[src/hw/rtl/bclp_pkg.sv]
package bclp_pkg;

  localparam int unsigned LEVEL_BITS  = 8;
  localparam int unsigned BTN_IDX_W   = 3;
  localparam int unsigned TIME_W      = 32;
  localparam int unsigned COUNT_W     = 8;
  localparam int unsigned LIMIT_W     = 16;
  localparam int unsigned CFG_IDX_W   = 1;

  localparam logic [LIMIT_W-1:0]   LONG_RESET  = 16'd3000;
  localparam logic [LIMIT_W-1:0]   SHORT_RESET = 16'd300;
  localparam logic [COUNT_W-1:0]   COUNT_MAX   = 8'd255;

  localparam logic [CFG_IDX_W-1:0] REG_LONG    = 1'b0;
  localparam logic [CFG_IDX_W-1:0] REG_SHORT   = 1'b1;

  localparam logic ACT_SHORT = 1'b0;
  localparam logic ACT_LONG  = 1'b1;

  typedef struct packed {
    logic [TIME_W-1:0]     now_ms;
    logic [LEVEL_BITS-1:0] levels;
  } in_item_t;

  typedef struct packed {
    logic [BTN_IDX_W-1:0] button_index;
    logic                 action;
    logic [COUNT_W-1:0]   press_count;
    logic                 last_event;
  } out_item_t;

  typedef struct packed {
    logic               last_level;
    logic               active;
    logic [TIME_W-1:0]  change_time;
    logic [COUNT_W-1:0] press_counter;
  } btn_entry_t;

  localparam btn_entry_t ENTRY_RESET = '{
    last_level:    1'b1,
    active:        1'b0,
    change_time:   '0,
    press_counter: '0
  };

  typedef enum logic [1:0] {
    ST_IDLE,
    ST_READ,
    ST_EVAL,
    ST_FLUSH
  } state_t;

endpackage

[src/hw/rtl/bclp_stream_if.sv]
interface bclp_in_if;
  logic               valid;
  logic               ready;
  bclp_pkg::in_item_t payload;

  modport source (output valid, output payload, input ready);
  modport sink   (input valid, input payload, output ready);
endinterface

interface bclp_out_if;
  logic                valid;
  logic                ready;
  bclp_pkg::out_item_t payload;

  modport source (output valid, output payload, input ready);
  modport sink   (input valid, input payload, output ready);
endinterface

[src/hw/rtl/button_click_long_press_classifier.sv]
// channel   role    payload
// in_ch     sink    now_ms[31:0], levels[7:0]
// out_ch    source  button_index[2:0], action, press_count[7:0], last_event
// cfg       write   cfg_we, cfg_index[0] (0 long, 1 short), cfg_data[15:0]
//
// After a tick is accepted, in_ch.ready stays low while N buttons are swept,
// N = min(NUM_BUTTONS, 8): per button a state memory read state and an
// evaluate/write-back state, then a flush state for the final event.
// Events are held one deep so the last of a tick can be marked; a stalled
// out_ch holds the sweep in its evaluate or flush cycle. Synchronous reset
// returns all buttons to idle via per-entry valid bits and restores the limits.
module button_click_long_press_classifier #(
  parameter int unsigned NUM_BUTTONS = 8
) (
  input  logic                               clk,
  input  logic                               rst,
  bclp_in_if.sink                            in_ch,
  bclp_out_if.source                         out_ch,
  input  logic                               cfg_we,
  input  logic [bclp_pkg::CFG_IDX_W-1:0]     cfg_index,
  input  logic [bclp_pkg::LIMIT_W-1:0]       cfg_data
);

  localparam int unsigned NUSED = (NUM_BUTTONS < bclp_pkg::LEVEL_BITS) ?
                                  NUM_BUTTONS : bclp_pkg::LEVEL_BITS;
  localparam int unsigned IW    = (NUSED > 1) ? $clog2(NUSED) : 1;
  localparam logic [IW-1:0] LAST_IDX = IW'(NUSED - 1);

  bclp_pkg::state_t state, state_next;

  logic [bclp_pkg::LIMIT_W-1:0]  long_lim, short_lim;
  logic [bclp_pkg::TIME_W-1:0]   now_q;
  logic [bclp_pkg::LEVEL_BITS-1:0] levels_q;
  logic [IW-1:0]                 idx;

  bclp_pkg::btn_entry_t mem [NUSED];
  bclp_pkg::btn_entry_t mem_q;
  logic [NUSED-1:0]     entry_valid;
  logic                 mem_q_valid;

  logic                 out_valid;
  bclp_pkg::out_item_t  out_q;
  logic                 pend_valid;
  bclp_pkg::out_item_t  pend_q;

  bclp_pkg::btn_entry_t cur, upd;
  bclp_pkg::out_item_t  evt, out_item;
  logic [bclp_pkg::TIME_W-1:0] elapsed;
  logic level, fire, fire_act, out_free;
  logic mem_rd, mem_wr, out_load, pend_set, pend_clr, idx_inc;

  assign in_ch.ready    = (state == bclp_pkg::ST_IDLE);
  assign out_ch.valid   = out_valid;
  assign out_ch.payload = out_q;
  assign out_free       = !out_valid || out_ch.ready;

  // evaluate one button
  always_comb begin
    cur      = mem_q_valid ? mem_q : bclp_pkg::ENTRY_RESET;
    upd      = cur;
    level    = levels_q[idx];
    elapsed  = now_q - cur.change_time;
    fire     = 1'b0;
    fire_act = bclp_pkg::ACT_SHORT;
    if (level != cur.last_level) begin
      if (!(!cur.last_level && !cur.active)) begin
        upd.change_time = now_q;
        upd.active      = 1'b1;
        if (!level && cur.press_counter != bclp_pkg::COUNT_MAX) begin
          upd.press_counter = cur.press_counter + 1'b1;
        end
      end
      upd.last_level = level;
    end else if (cur.active) begin
      if (!level) begin
        fire     = elapsed > {{(bclp_pkg::TIME_W-bclp_pkg::LIMIT_W){1'b0}}, long_lim};
        fire_act = bclp_pkg::ACT_LONG;
      end else begin
        fire     = elapsed > {{(bclp_pkg::TIME_W-bclp_pkg::LIMIT_W){1'b0}}, short_lim};
        fire_act = bclp_pkg::ACT_SHORT;
      end
      if (fire) begin
        upd.press_counter = '0;
        upd.active        = 1'b0;
      end
    end
    evt.button_index = bclp_pkg::BTN_IDX_W'(idx);
    evt.action       = fire_act;
    evt.press_count  = cur.press_counter;
    evt.last_event   = 1'b0;
  end

  always_comb begin
    state_next = state;
    mem_rd     = 1'b0;
    mem_wr     = 1'b0;
    out_load   = 1'b0;
    out_item   = pend_q;
    pend_set   = 1'b0;
    pend_clr   = 1'b0;
    idx_inc    = 1'b0;
    unique case (state)
      bclp_pkg::ST_IDLE: begin
        if (in_ch.valid) state_next = bclp_pkg::ST_READ;
      end
      bclp_pkg::ST_READ: begin
        mem_rd     = 1'b1;
        state_next = bclp_pkg::ST_EVAL;
      end
      bclp_pkg::ST_EVAL: begin
        if (!fire || !pend_valid || out_free) begin
          mem_wr = 1'b1;
          if (fire) begin
            pend_set = 1'b1;
            if (pend_valid) begin
              out_load            = 1'b1;
              out_item.last_event = 1'b0;
            end
          end
          if (idx == LAST_IDX) begin
            state_next = bclp_pkg::ST_FLUSH;
          end else begin
            idx_inc    = 1'b1;
            state_next = bclp_pkg::ST_READ;
          end
        end
      end
      bclp_pkg::ST_FLUSH: begin
        if (!pend_valid) begin
          state_next = bclp_pkg::ST_IDLE;
        end else if (out_free) begin
          out_load            = 1'b1;
          out_item.last_event = 1'b1;
          pend_clr            = 1'b1;
          state_next          = bclp_pkg::ST_IDLE;
        end
      end
      default: state_next = bclp_pkg::ST_IDLE;
    endcase
  end

  always_ff @(posedge clk) begin
    if (rst) state <= bclp_pkg::ST_IDLE;
    else     state <= state_next;
  end

  always_ff @(posedge clk) begin
    if (rst) begin
      long_lim  <= bclp_pkg::LONG_RESET;
      short_lim <= bclp_pkg::SHORT_RESET;
    end else if (cfg_we) begin
      unique case (cfg_index)
        bclp_pkg::REG_LONG:  long_lim  <= cfg_data;
        bclp_pkg::REG_SHORT: short_lim <= cfg_data;
        default: ;
      endcase
    end
  end

  always_ff @(posedge clk) begin
    if (in_ch.valid && in_ch.ready) begin
      now_q    <= in_ch.payload.now_ms;
      levels_q <= in_ch.payload.levels;
    end
  end

  always_ff @(posedge clk) begin
    if (rst) begin
      idx <= '0;
    end else if (in_ch.valid && in_ch.ready) begin
      idx <= '0;
    end else if (idx_inc) begin
      idx <= idx + 1'b1;
    end
  end

  // state memory
  always_ff @(posedge clk) begin
    if (mem_wr) mem[idx] <= upd;
    if (mem_rd) mem_q <= mem[idx];
  end

  always_ff @(posedge clk) begin
    if (rst) begin
      entry_valid <= '0;
      mem_q_valid <= 1'b0;
    end else begin
      if (mem_wr) entry_valid[idx] <= 1'b1;
      if (mem_rd) mem_q_valid <= entry_valid[idx];
    end
  end

  always_ff @(posedge clk) begin
    if (rst) begin
      pend_valid <= 1'b0;
    end else if (pend_set) begin
      pend_valid <= 1'b1;
    end else if (pend_clr) begin
      pend_valid <= 1'b0;
    end
    if (pend_set) pend_q <= evt;
  end

  always_ff @(posedge clk) begin
    if (rst) begin
      out_valid <= 1'b0;
    end else if (out_load) begin
      out_valid <= 1'b1;
    end else if (out_ch.ready) begin
      out_valid <= 1'b0;
    end
    if (out_load) out_q <= out_item;
  end

  a_load_free: assert property (@(posedge clk) disable iff (rst)
    out_load |-> (!out_valid || out_ch.ready))
    else $error("output register overwritten before transaction");

  a_idle_no_pend: assert property (@(posedge clk) disable iff (rst)
    (state == bclp_pkg::ST_IDLE) |-> !pend_valid)
    else $error("pending event left behind at end of tick");

  a_sweep_start: assert property (@(posedge clk) disable iff (rst)
    (in_ch.valid && in_ch.ready) |=> (state == bclp_pkg::ST_READ && idx == '0))
    else $error("sweep did not start at first button");

  a_flush_last: assert property (@(posedge clk) disable iff (rst)
    (out_load && state == bclp_pkg::ST_FLUSH) |-> out_item.last_event)
    else $error("final event of tick not marked");

  a_eval_last_clear: assert property (@(posedge clk) disable iff (rst)
    (out_load && state == bclp_pkg::ST_EVAL) |-> !out_item.last_event)
    else $error("intermediate event marked as last");

endmodule

[src/flat_wrapper.sv]
// flat-port wrapper written by rule: the top's interface ports become plain ports
module button_click_long_press_classifier_flat 
#(
  parameter int unsigned NUM_BUTTONS = 8
)
  (clk, rst, cfg_we, cfg_index, cfg_data, in_ch_valid, in_ch_payload, in_ch_ready, out_ch_valid, out_ch_payload, out_ch_ready);
  bclp_in_if in_ch_i ();
  bclp_out_if out_ch_i ();
  input  logic clk;
  input  logic rst;
  input  logic cfg_we;
  input  logic [bclp_pkg::CFG_IDX_W-1:0] cfg_index;
  input  logic [bclp_pkg::LIMIT_W-1:0] cfg_data;
  input wire logic [$bits(in_ch_i.valid)-1:0] in_ch_valid;
  input wire logic [$bits(in_ch_i.payload)-1:0] in_ch_payload;
  output wire logic [$bits(in_ch_i.ready)-1:0] in_ch_ready;
  output wire logic [$bits(out_ch_i.valid)-1:0] out_ch_valid;
  output wire logic [$bits(out_ch_i.payload)-1:0] out_ch_payload;
  input wire logic [$bits(out_ch_i.ready)-1:0] out_ch_ready;
  assign in_ch_i.valid = in_ch_valid;
  assign in_ch_i.payload = in_ch_payload;
  assign in_ch_ready = in_ch_i.ready;
  assign out_ch_valid = out_ch_i.valid;
  assign out_ch_payload = out_ch_i.payload;
  assign out_ch_i.ready = out_ch_ready;
  button_click_long_press_classifier #(.NUM_BUTTONS(NUM_BUTTONS)) u_core (.clk(clk), .rst(rst), .in_ch(in_ch_i), .out_ch(out_ch_i), .cfg_we(cfg_we), .cfg_index(cfg_index), .cfg_data(cfg_data));
endmodule
[config.mk]
export PLATFORM = sky130hd
export DESIGN_NAME = button_click_long_press_classifier_flat
export DESIGN_NICKNAME = d
export VERILOG_FILES = /design/src/hw/rtl/bclp_pkg.sv /design/src/hw/rtl/bclp_stream_if.sv /design/src/hw/rtl/button_click_long_press_classifier.sv /design/src/flat_wrapper.sv
export SDC_FILE = /design/constraint.sdc
export NUM_CORES = 1
export LEC_CHECK = 0
export BUFFER_PORTS_ARGS = -buffer_cell sky130_fd_sc_hd__clkbuf_2
export CAP_MARGIN = 20
export CORE_ASPECT_RATIO = 0.8
export CORE_MARGIN = 2
export CORE_UTILIZATION = 40
export CTS_CLUSTER_DIAMETER = 60
export CTS_CLUSTER_SIZE = 30
export DETAILED_ROUTE_END_ITERATION = 8
export PLACE_DENSITY = 0.67
export SYNTH_ARGS = -nofsm -noshare
export SYNTH_HDL_FRONTEND = slang
export SYNTH_SLANG_ARGS = --single-unit
export TNS_END_PERCENT = 5
[constraint.sdc]
create_clock -name clk -period 9.3 [get_ports clk]
set_input_delay 0.465 -clock clk [delete_from_list [all_inputs] [get_ports clk]]
set_output_delay 0.465 -clock clk [all_outputs]
set_load 0.02 [all_outputs]
==> impl_metrics.tcl, run 1 <==
set metrics [dict create \
    postRouteAntennaNets 0 \
    ys_warn_count 0 \
    nets 1722 \
    synth_area_per_cell_um2 13.5 \
    min_path_type "primary input to register" \
    gp_congestion 0.897 \
    fin_crit_ps 6960 \
    fin_crit_sh_pct 74.8 \
    clkSinkCount 491 \
    post_cts_buffers 0 \
    worst_ep_required_time_ps 9510 \
    tns_ps 0 \
    cp-startpoint "u_core.mem_q_valid" \
    viasPerCell 5.77 \
    status "completed" \
    overflow 0 \
    p_leak_nw 7.68 \
    io_buffers 76 \
    rsz0062_at_grt "no" \
    setup_viol 0 \
    track_usage_pct 19.4 \
    grt_pass1_vias 13200 \
    cellPowerDensity_nw_per_um2 201 \
    rr_worst_depth 20 \
    preCtsSetupSlack_ps 2140 \
    final_layout_size_suffix_gt1_share_pct 12.6 \
    h-tree-depth 2 \
    drv_cap 0 \
    ys_ff_latch 491 \
    n_antenna_cell 0 \
    worstMarginPinSlew_ps 1140 \
    r2r-start "u_core.mem_q_valid" \
    drt_pass1_iterations 6 \
    layout_commonest_cell "edfxtp_1" \
    grt_start_max_net_pins 64 \
    rows 74 \
    syn_nets 1666 \
    die_area_um2 53600 \
    critPathLaunchType "register" \
    syn_area_um2 20700 \
    critical_path_arrival_ps 7170 \
    ir_drop_uv 128 \
    die_width_um 258 \
    vias 13300 \
    wl_um 52500 \
    hold_viol_final 0 \
    synthDistinctLibCells 66 \
    regArea_um2 14300 \
    endpoint_kind "register" \
    final_cell_mix "443 x edfxtp_1, 186 x nand2_1, 173 x a22oi_1" \
    drt_iter0_drc 1443 \
    async_flop_share_pct 0 \
    maxSlewHeadroom_pct 22.9 \
    cts_buffers 34 \
    cts_resized 0 \
    synth-edff-count 443 \
    path_max_fanout 23 \
    critPathCapture "u_core.mem[2][22]" \
    syn_inst 1535 \
    antenna_found_initial 1 \
    synth-seq-area-share_pct 68.9 \
    multiInputGateArea_um2 6050 \
    fin_skew_ps 34.0 \
    fmax_mhz 144 \
    core_um2 51100 \
    place_hpwl_um 31900 \
    ys.flop_type "edfxtp_1" \
    routedWlPerCell_um 22.8 \
    setup_ws_ps 2340 \
    worstSetupPathType "register to register" \
    final.fill_count 4496 \
    r2r-end "u_core.mem[2][22]" \
    reg2reg_slack_ps 2340 \
    initial_core_util_pct 40.5 \
    cts_buffer_depth 3 \
    grt_pass1_wl_um 80000 \
    cts_tree "built" \
    areaGrowthSynthToFinish_pct 12.3 \
    clkLatencyLatePin_ps 580 \
    slew_violations 0 \
    postCtsHoldBufs 0 \
    drcViolationCount 0 \
    clk_pin_slew_worst_paths_ps 100 \
    fp.dieH_um 207 \
    ios 77 \
    cts-root-buf "clkbuf_16" \
]
==> stage by stage <==
stage / area, um^2 / total power, mW / util (%) / std cells / hold WS, ps
3_5_place_dp: 21900 / 3.03 / 42.9 / 2237 / 406
6_report: 23200 / 4.68 / 45.5 / 2300 / 55.3
4_1_cts: 23200 / 4.71 / 45.4 / 2298 / 31.4
2_1_floorplan: 20700 / 2.87 / - / 1535 / 400
5_1_grt: 23200 / 4.85 / 45.5 / 2300 / 44.8
3_3_place_gp: 21900 / 3.02 / 42.9 / 2236 / 403
==> state kept, by name, indices dropped and copies added (netlist names), 2 cells and up <==
signal	count
u_core.long_lim	16
u_core.mem	336
u_core.state	2
u_core.levels_q	8
u_core.mem_q	42
u_core.out_item	12
u_core.idx	3
u_core.out_ch.payload	13
u_core.now_q	32
u_core.short_lim	16
u_core.entry_valid	8
==> power by group <==
part / total [mW] / switching, mW / internal (mW)
combinational: 0.480 / 0.321 / 0.159
clock: 1.69 / 0.876 / 0.816
sequential: 2.51 / 0.0293 / 2.48
==> metal layers <==
layer	global-route usage [%]	part of all wire, %	vias up
met5	0	0	-
met4	4.94	1.8	0
met3	3.17	7.5	67
met2	31.2	46	512
met1	27.6	44	6618
li1	-	-	6063
==> cells in the mapped netlist, drive strengths merged (4+ instances only) <==
cell	number	area share (%)
nand2	186	3.4
edfxtp	443	64
o21ai	61	1.5
a31oi	7	0.21
or3	4	0.12
inv	47	0.85
o22ai	5	0.15
dfxtp	48	4.6
nor2	50	0.91
nand3	20	0.48
nand2b	11	0.33
xnor2	13	0.55
xor2	8	0.34
a22oi	173	6.3
mux2	5	0.27
buf	4	0.12
a2111oi	5	0.30
and2	16	0.48
o21a	4	0.15
nand4	59	1.8
mux2i	8	0.39
o31ai	9	0.33
a211oi	7	0.25
a21oi	76	1.8
o211ai	20	0.73
a211o	8	0.34
a21o	12	0.44
ha	68	4.1
or4	4	0.15
a221o	4	0.19
nor2b	14	0.42
clkbuf	82	1.5
or2	4	0.12
and4	4	0.17
and3	7	0.21
nor3	7	0.19
==> critical path: stages, from the launching register on <==
cell       delay, ps
dfxtp_2          590
nand2_1          130
ha_1             360
and2_1           190
a221oi_1         430
nand2_1          180
a31oi_1          290
o21ai_0          140
xor2_1           280
ha_1             310
nand4_1          160
nor2_1            70
a221o_1          310
o311a_1          350
a21oi_1          210
nand4_1          170
a2111oi_4        310
nor4b_4          520
o21ai_2          300
nor2_4           740
buf_4            510
==> worst min-delay path by stage <==
stage	startpoint	end	slack, ps	depth (start not counted)
after detailed placement	u_core.out_item[5]	u_core.out_ch.payload[5]	410	0
after global placement	u_core.out_item[6]	u_core.out_ch.payload[6]	400	0
after CTS	in_ch_payload[39]	u_core.now_q[31]	30	1
final	in_ch_payload[30]	u_core.now_q[22]	60	1
after global routing	in_ch_payload[16]	u_core.now_q[8]	40	1
after floorplan	u_core.out_item[10]	u_core.out_ch.payload[10]	400	0
==> area by class of cell <==
cell class	instances	share of cell area, %
clock buffers	35	3.77
clock inverters	26	1.74
inverters	47	0.759
multi-input cells	911	26.0
flip-flops and latches	491	61.4
well taps	684	3.68
repair buffers	106	2.68
==> cell families (layout without fill, tap and decap cells) <==
family          after synthesis  in the layout  share of synthesized area [%]
xor+xnor                     21             21                          0.888
flops                       491            491                           68.9
simple gates                394            394                           9.14
mux                          13             13                          0.659
buf+inv                     133            214                           2.46
fa+ha+maj                    69             69                           4.21
compound gates              414            414                           13.7
Power figures use the tool's default switching activity.
==> inputs of run 2 (changes only) <==
Settings changed: PLACE_DENSITY 0.67 to 0.69.
Clock period 9.3 ns to 6.15 ns, I/O delays scaled along.
==> run 2 against run 1 <==
Net effect: sequential cell count stayed put; cell count is 2.3% higher; first-iteration DRC count is 2.0% lower; largest power group unchanged; highest routed layer unchanged.
==> impl_metrics.tcl, run 2 (synthesized netlist as in run 1, its figures left out) <==
set metrics [dict create \
    drt_iter0_drc 1414 \
    top_register "u_core.mem" \
    routedWlPerCell_um 22.3 \
    critPathLaunchType "register" \
    hold-path-cell-count 3 \
    ios 77 \
    fin_crit_sh_pct 94.8 \
    reg2reg_slack_ps 320 \
    fin_skew_ps 31.5 \
    p_leak_nw 7.85 \
    min_from "cfg_data[7]" \
    place_hpwl_um 34600 \
    slowest_delay_ps 500 \
    postRouteAntennaNets 0 \
    gp_congestion 0.940 \
    cts_buffer_depth 3 \
    drv_cap 0 \
    path_max_fanout 24 \
    antenna_found_initial 1 \
    crit_buf_inv 3 \
    critical_path_arrival_ps 6100 \
    worstMarginPinSlew_ps 1120 \
    grt_pass1_wl_um 80200 \
    power_frac_comb_pct 11.6 \
    grt_pass1_vias 13400 \
    min_path_type "primary input to register" \
    drcViolationCount 0 \
    clk_pin_slew_worst_paths_ps 100 \
    slew_violations 0 \
    maxSlewHeadroom_pct 24.6 \
    tns_ps 0 \
    r2r-end "u_core.mem[5][9]" \
    rows 74 \
    drt_pass1_iterations 6 \
    cts_buffers 29 \
    internal-power_mw 4.99 \
    crit_slowest_cell "dfxtp_2" \
    final.fill_count 4461 \
    cts-root-buf "clkbuf_16" \
    post_cts_buffers 0 \
    regArea_um2 14300 \
    track_usage_pct 19.3 \
    power_mw 6.80 \
    worstSetupPathType "register to register" \
    initial_core_util_pct 40.5 \
    cts_tree "built" \
    endpoint_kind "register" \
    path_cells "buf_4, nand2_1, ha_1, nand2_1, or2_2, a211oi_2, nor2_1, xnor2_1, ha_1, a21oi_1, nand2_1, a221o_1, o311a_1, a21oi_1, nand4_1, a2111oi_4, nor4b_4, o21ai_2, buf_4, nor2_4, buf_4" \
    final_layout_size_suffix_gt1_share_pct 12.6 \
    nets 1779 \
    overflow 0 \
    fmax_mhz 171 \
    clkLatencyLatePin_ps 610 \
    worst_ep_required_time_ps 6410 \
    netSwitchingFraction_pct 26.6 \
    critical_path.top_delay_family "compound AO/OA/AOI/OAI gates" \
    largestRegisters "u_core.mem x336, u_core.mem_q x42, u_core.now_q x32" \
    fp.dieH_um 207 \
    die_width_um 258 \
    n_antenna_cell 0 \
    layout_commonest_cell "edfxtp_1" \
    io_buffers 76 \
    status "completed" \
    wl_um 52500 \
    clkSinkCount 491 \
    hold_viol_final 0 \
    rr_worst_depth 21 \
    fin_crit_ps 5830 \
    ir_drop_uv 240 \
    viasPerCell 5.75 \
    setup_viol 0 \
    power_frac_seq_pct 55.8 \
    p_clk_share_pct 32.6 \
    r2r-start "u_core.mem_q_valid" \
    holdPathEnd "u_core.short_lim[7]" \
    grt_start_max_net_pins 45 \
    final_cell_mix "443 x edfxtp_1, 186 x nand2_1, 173 x a22oi_1" \
    rsz0062_at_grt "no" \
    p_switching_mw 1.81 \
    multiInputGateArea_um2 6090 \
    cellPowerDensity_nw_per_um2 287 \
    areaGrowthSynthToFinish_pct 14.3 \
    die_area_um2 53600 \
    vias 13500 \
    core_um2 51100 \
    h-tree-depth 1 \
    largest_register_ff_count 336 \
]
-- run 2: repair_timing --
item / in CTS / in global routing
hold buffers: 51 / 0
gates resized for setup: 0 / 4
hold endpoints to repair: 60 / 0
endpoints found under the setup margin: 0 / 71
-- run 2: worst min-delay path, cell delays in order --
cell      delay (ps)
clkbuf_2         120
nand2_1           70
a21oi_1           70
-- run 2: power by group through the flow --
stage | clock [mW] | sequential (mW) | combinational (mW)
after floorplan | 0 | 3.85 | 0.506
after global placement | 0 | 3.87 | 0.724
after detailed placement | 0 | 3.87 | 0.744
after CTS | 2.25 | 3.79 | 0.773
after global routing | 2.36 | 3.80 | 0.868
final | 2.22 | 3.79 | 0.787
-- run 2: worst max path at each step --
| stage | slack [ps] | endpoint | cells past startpoint | start |
|---|---|---|---|---|
| 2_1_floorplan | 40 | u_core.mem[0][0] | 22 | u_core.mem_q_valid |
| 3_3_place_gp | 410 | u_core.mem[3][39] | 21 | u_core.mem_q_valid |
| 3_5_place_dp | 320 | u_core.mem[3][33] | 21 | u_core.mem_q_valid |
| 4_1_cts | 280 | u_core.mem[3][33] | 21 | u_core.mem_q_valid |
| 5_1_grt | 2 | u_core.mem[5][39] | 21 | u_core.mem_q_valid |
| 6_report | 320 | u_core.mem[5][9] | 21 | u_core.mem_q_valid |
-- run 2: cell type report --
type	instances	share of cell area [%]
flip-flops and latches	491	60.3
multi-input cells	911	25.7
repair buffers	168	5.20
well taps	684	3.62
clock buffers	29	3.07
clock inverters	23	1.34
inverters	47	0.746
-- run 2: metrics by stage --
stage | area, um^2 | std cells | utilization [%] | setup slack, ps | hold WS [ps]
finish | 23700 | 2353 | 46.3 | 319 | 36.6
floorplan | 20800 | 1535 | - | 41.4 | 400
CTS | 23600 | 2350 | 46.2 | 279 | 5.96
global placement | 22100 | 2245 | 43.2 | 411 | 401
global route | 23700 | 2353 | 46.3 | 2.05 | 17.0
detailed placement | 22100 | 2247 | 43.2 | 325 | 405
-- run 2: routing by layer --
layer / wire (um) / track usage [%] / up-vias
met5: 0 / 0 / -
met4: 997 / 3.97 / 0
met3: 4030 / 3.53 / 72
met2: 24300 / 31.0 / 554
met1: 23200 / 27.5 / 6738
li1: - / - / 6172
==> inputs of run 3 (changes only) <==
Settings changed: BUFFER_PORTS_ARGS -buffer_cell sky130_fd_sc_hd__clkbuf_2 to unset, DONT_BUFFER_PORTS set to 1, PLACE_DENSITY 0.69 to 0.67.
==> run 3 against run 2 <==
Net effect: worst hold slack gained 8.9 ps; setup slack better by 63 ps; combinational power is 2.8% lower; cell count fell by 2.1%; clock power is 18% higher; critical path depth up 2; clock-buffer cell count up 7; power increased by 5.6%; sequential cell count stayed put; cell area is 0.36% higher.
==> impl_metrics.tcl, run 3 (synthesized netlist as in run 1, its figures left out) <==
set metrics [dict create \
    clkLatencyLatePin_ps 590 \
    grt_pass1_vias 12900 \
    h-tree-depth 2 \
    fin_crit_sh_pct 93.8 \
    cts_tree "built" \
    grt_use_met1_pct 27.9 \
    path_max_fanout 42 \
    grtUsageMet3_pct 3.74 \
    cts-root-buf "clkbuf_16" \
    layout_commonest_cell "edfxtp_1" \
    clk_pin_slew_worst_paths_ps 100 \
    gp_congestion 0.861 \
    nets 1718 \
    ios 77 \
    core_um2 51100 \
    maxSlewHeadroom_pct 27.4 \
    fmax_mhz 173 \
    track_usage_pct 19.4 \
    vias 13200 \
    min_from "out_ch_ready" \
    dp.cells 2172 \
    slew_violations 0 \
    final_layout_size_suffix_gt1_share_pct 9.36 \
    areaGrowthSynthToFinish_pct 14.7 \
    r2r-start "u_core.mem_q_valid" \
    top_usage_layer "met2" \
    fp.dieH_um 207 \
    drcViolationCount 0 \
    worstSetupPathType "register to register" \
    cts_buffer_depth 3 \
    status "completed" \
    critical_path.top_delay_family "compound AO/OA/AOI/OAI gates" \
    crit_slowest_cell "dfxtp_2" \
    antenna_found_initial 3 \
    final_cell_mix "443 x edfxtp_1, 186 x nand2_1, 173 x a22oi_1" \
    place_hpwl_um 33400 \
    wl_um 52300 \
    slowest_delay_ps 520 \
    drv_cap 0 \
    worst_ep_required_time_ps 6390 \
    drt_pass1_iterations 5 \
    placed_area_um2 21800 \
    stdcell_area_um2 23700 \
    cellPowerDensity_nw_per_um2 302 \
    overflow 0 \
    power_mw 7.18 \
    final.fill_count 4427 \
    io_buffers 0 \
    min_path_type "primary input to register" \
    grt_use_met2_pct 29.6 \
    layoutNonFillerInstCount 2303 \
    path_cells "and2_1, ha_1, fa_1, nor2b_1, o211ai_1, nand2_1, a31oi_1, o21ai_1, xor2_1, ha_1, nand4_1, nor2_1, a221o_1, o311a_1, a21oi_1, nand4_1, a2111oi_4, nor4b_4, buf_4, o21ai_2, buf_4, nor2_4, buf_12" \
    die_width_um 258 \
    viasPerCell 5.75 \
    routedWlPerCell_um 22.7 \
    hold_viol_final 0 \
    clkSinkCount 491 \
    ir_drop_uv 173 \
    rows 74 \
    postRouteAntennaNets 0 \
    crit_buf_inv 3 \
    tns_ps 0 \
    rsz0062_at_grt "no" \
    p_leak_nw 7.73 \
    setup_viol 0 \
    drt_iter0_drc 1457 \
    largest_register_ff_count 336 \
    die_area_um2 53600 \
    grt_pass1_wl_um 79400 \
    cts_buffers 34 \
    endpoint_kind "register" \
    largestRegisters "u_core.mem x336, u_core.mem_q x42, u_core.now_q x32" \
    fin_skew_ps 40.6 \
    initial_core_util_pct 40.5 \
    critPathLaunchType "register" \
    grt_start_max_net_pins 45 \
    top_register "u_core.mem" \
    worstMarginPinSlew_ps 1090 \
    fin_crit_ps 5770 \
    critical_path_arrival_ps 6010 \
    cp-startpoint "u_core.mem_q_valid" \
]
[run 3: changes by cell type in the layout (fill, tap and decap cells not counted), sizes merged]
cell and delta:
buf +3, dlygate4sd3 +7, inv +1, bufinv +2, clkbuf -69, diode +6
[run 3: final cells by class]
type / instances / area (um^2) / area share (%)
diodes: 6 / 15.0 / 0.0632
clock buffers: 36 / 890 / 3.75
clock inverters: 26 / 430 / 1.81
inverters: 47 / 176 / 0.743
multi-input cells: 911 / 6090 / 25.7
flip-flops and latches: 491 / 14300 / 60.1
well taps: 684 / 856 / 3.60
repair buffers: 102 / 1020 / 4.30
[run 3: timing repair]
| item | CTS | global route |
|---|---|---|
| hold buffers | 59 | 0 |
| buffers inserted | 0 | 1 |
| setup endpoints to repair | 0 | 326 |
| resized for setup | 0 | 4 |
| endpoints found under the hold margin | 86 | 0 |
[run 3: metrics by stage]
| step | worst slack (ps) | hold slack, ps | util (%) |
|---|---|---|---|
| 6_report | 382 | 45.5 | 46.5 |
| 5_1_grt | 8.85 | 35.3 | 46.5 |
| 4_1_cts | 237 | 1.25 | 46.3 |
| 3_5_place_dp | 305 | 390 | 42.6 |
| 3_3_place_gp | 470 | 389 | 42.5 |
| 2_1_floorplan | 41.4 | 400 | - |
[run 3: worst register-to-register path, cell delays in order, from the launching register on]
cell and delay [ps]:
dfxtp_2 520, and2_1 220, ha_1 200, fa_1 230
nor2b_1 80, o211ai_1 330, nand2_1 160, a31oi_1 320
o21ai_1 130, xor2_1 240, ha_1 290, nand4_1 130
nor2_1 60, a221o_1 310, o311a_1 340, a21oi_1 190
nand4_1 170, a2111oi_4 240, nor4b_4 240, buf_4 200
o21ai_2 90, buf_4 260, nor2_4 140, buf_12 300
[run 3: routing by layer]
layer  part of all wire [%]  vias up
met5                      0        -
met4                    2.7        0
met3                    8.1       76
met2                     45      510
met1                     44     6567
li1                       -     6081
[run 3: power breakdown]
| part | total [mW] | internal (mW) | leakage (nW) | switching, mW |
|---|---|---|---|---|
| clock | 2.62 | 1.27 | 0.635 | 1.35 |
| sequential | 3.79 | 3.75 | 4.46 | 0.0414 |
| combinational | 0.765 | 0.265 | 2.63 | 0.500 |
[run 3: final timing paths]
path                                             endpoint  slack, ps  depth (start not counted)
worst max-delay path                    u_core.mem[1][34]        380                         23
worst max register to register          u_core.mem[1][34]        380                         23
worst min register to register  u_core.out_ch.payload[10]        430                          0
worst min-delay path                  u_core.out_ch.valid         50                          3
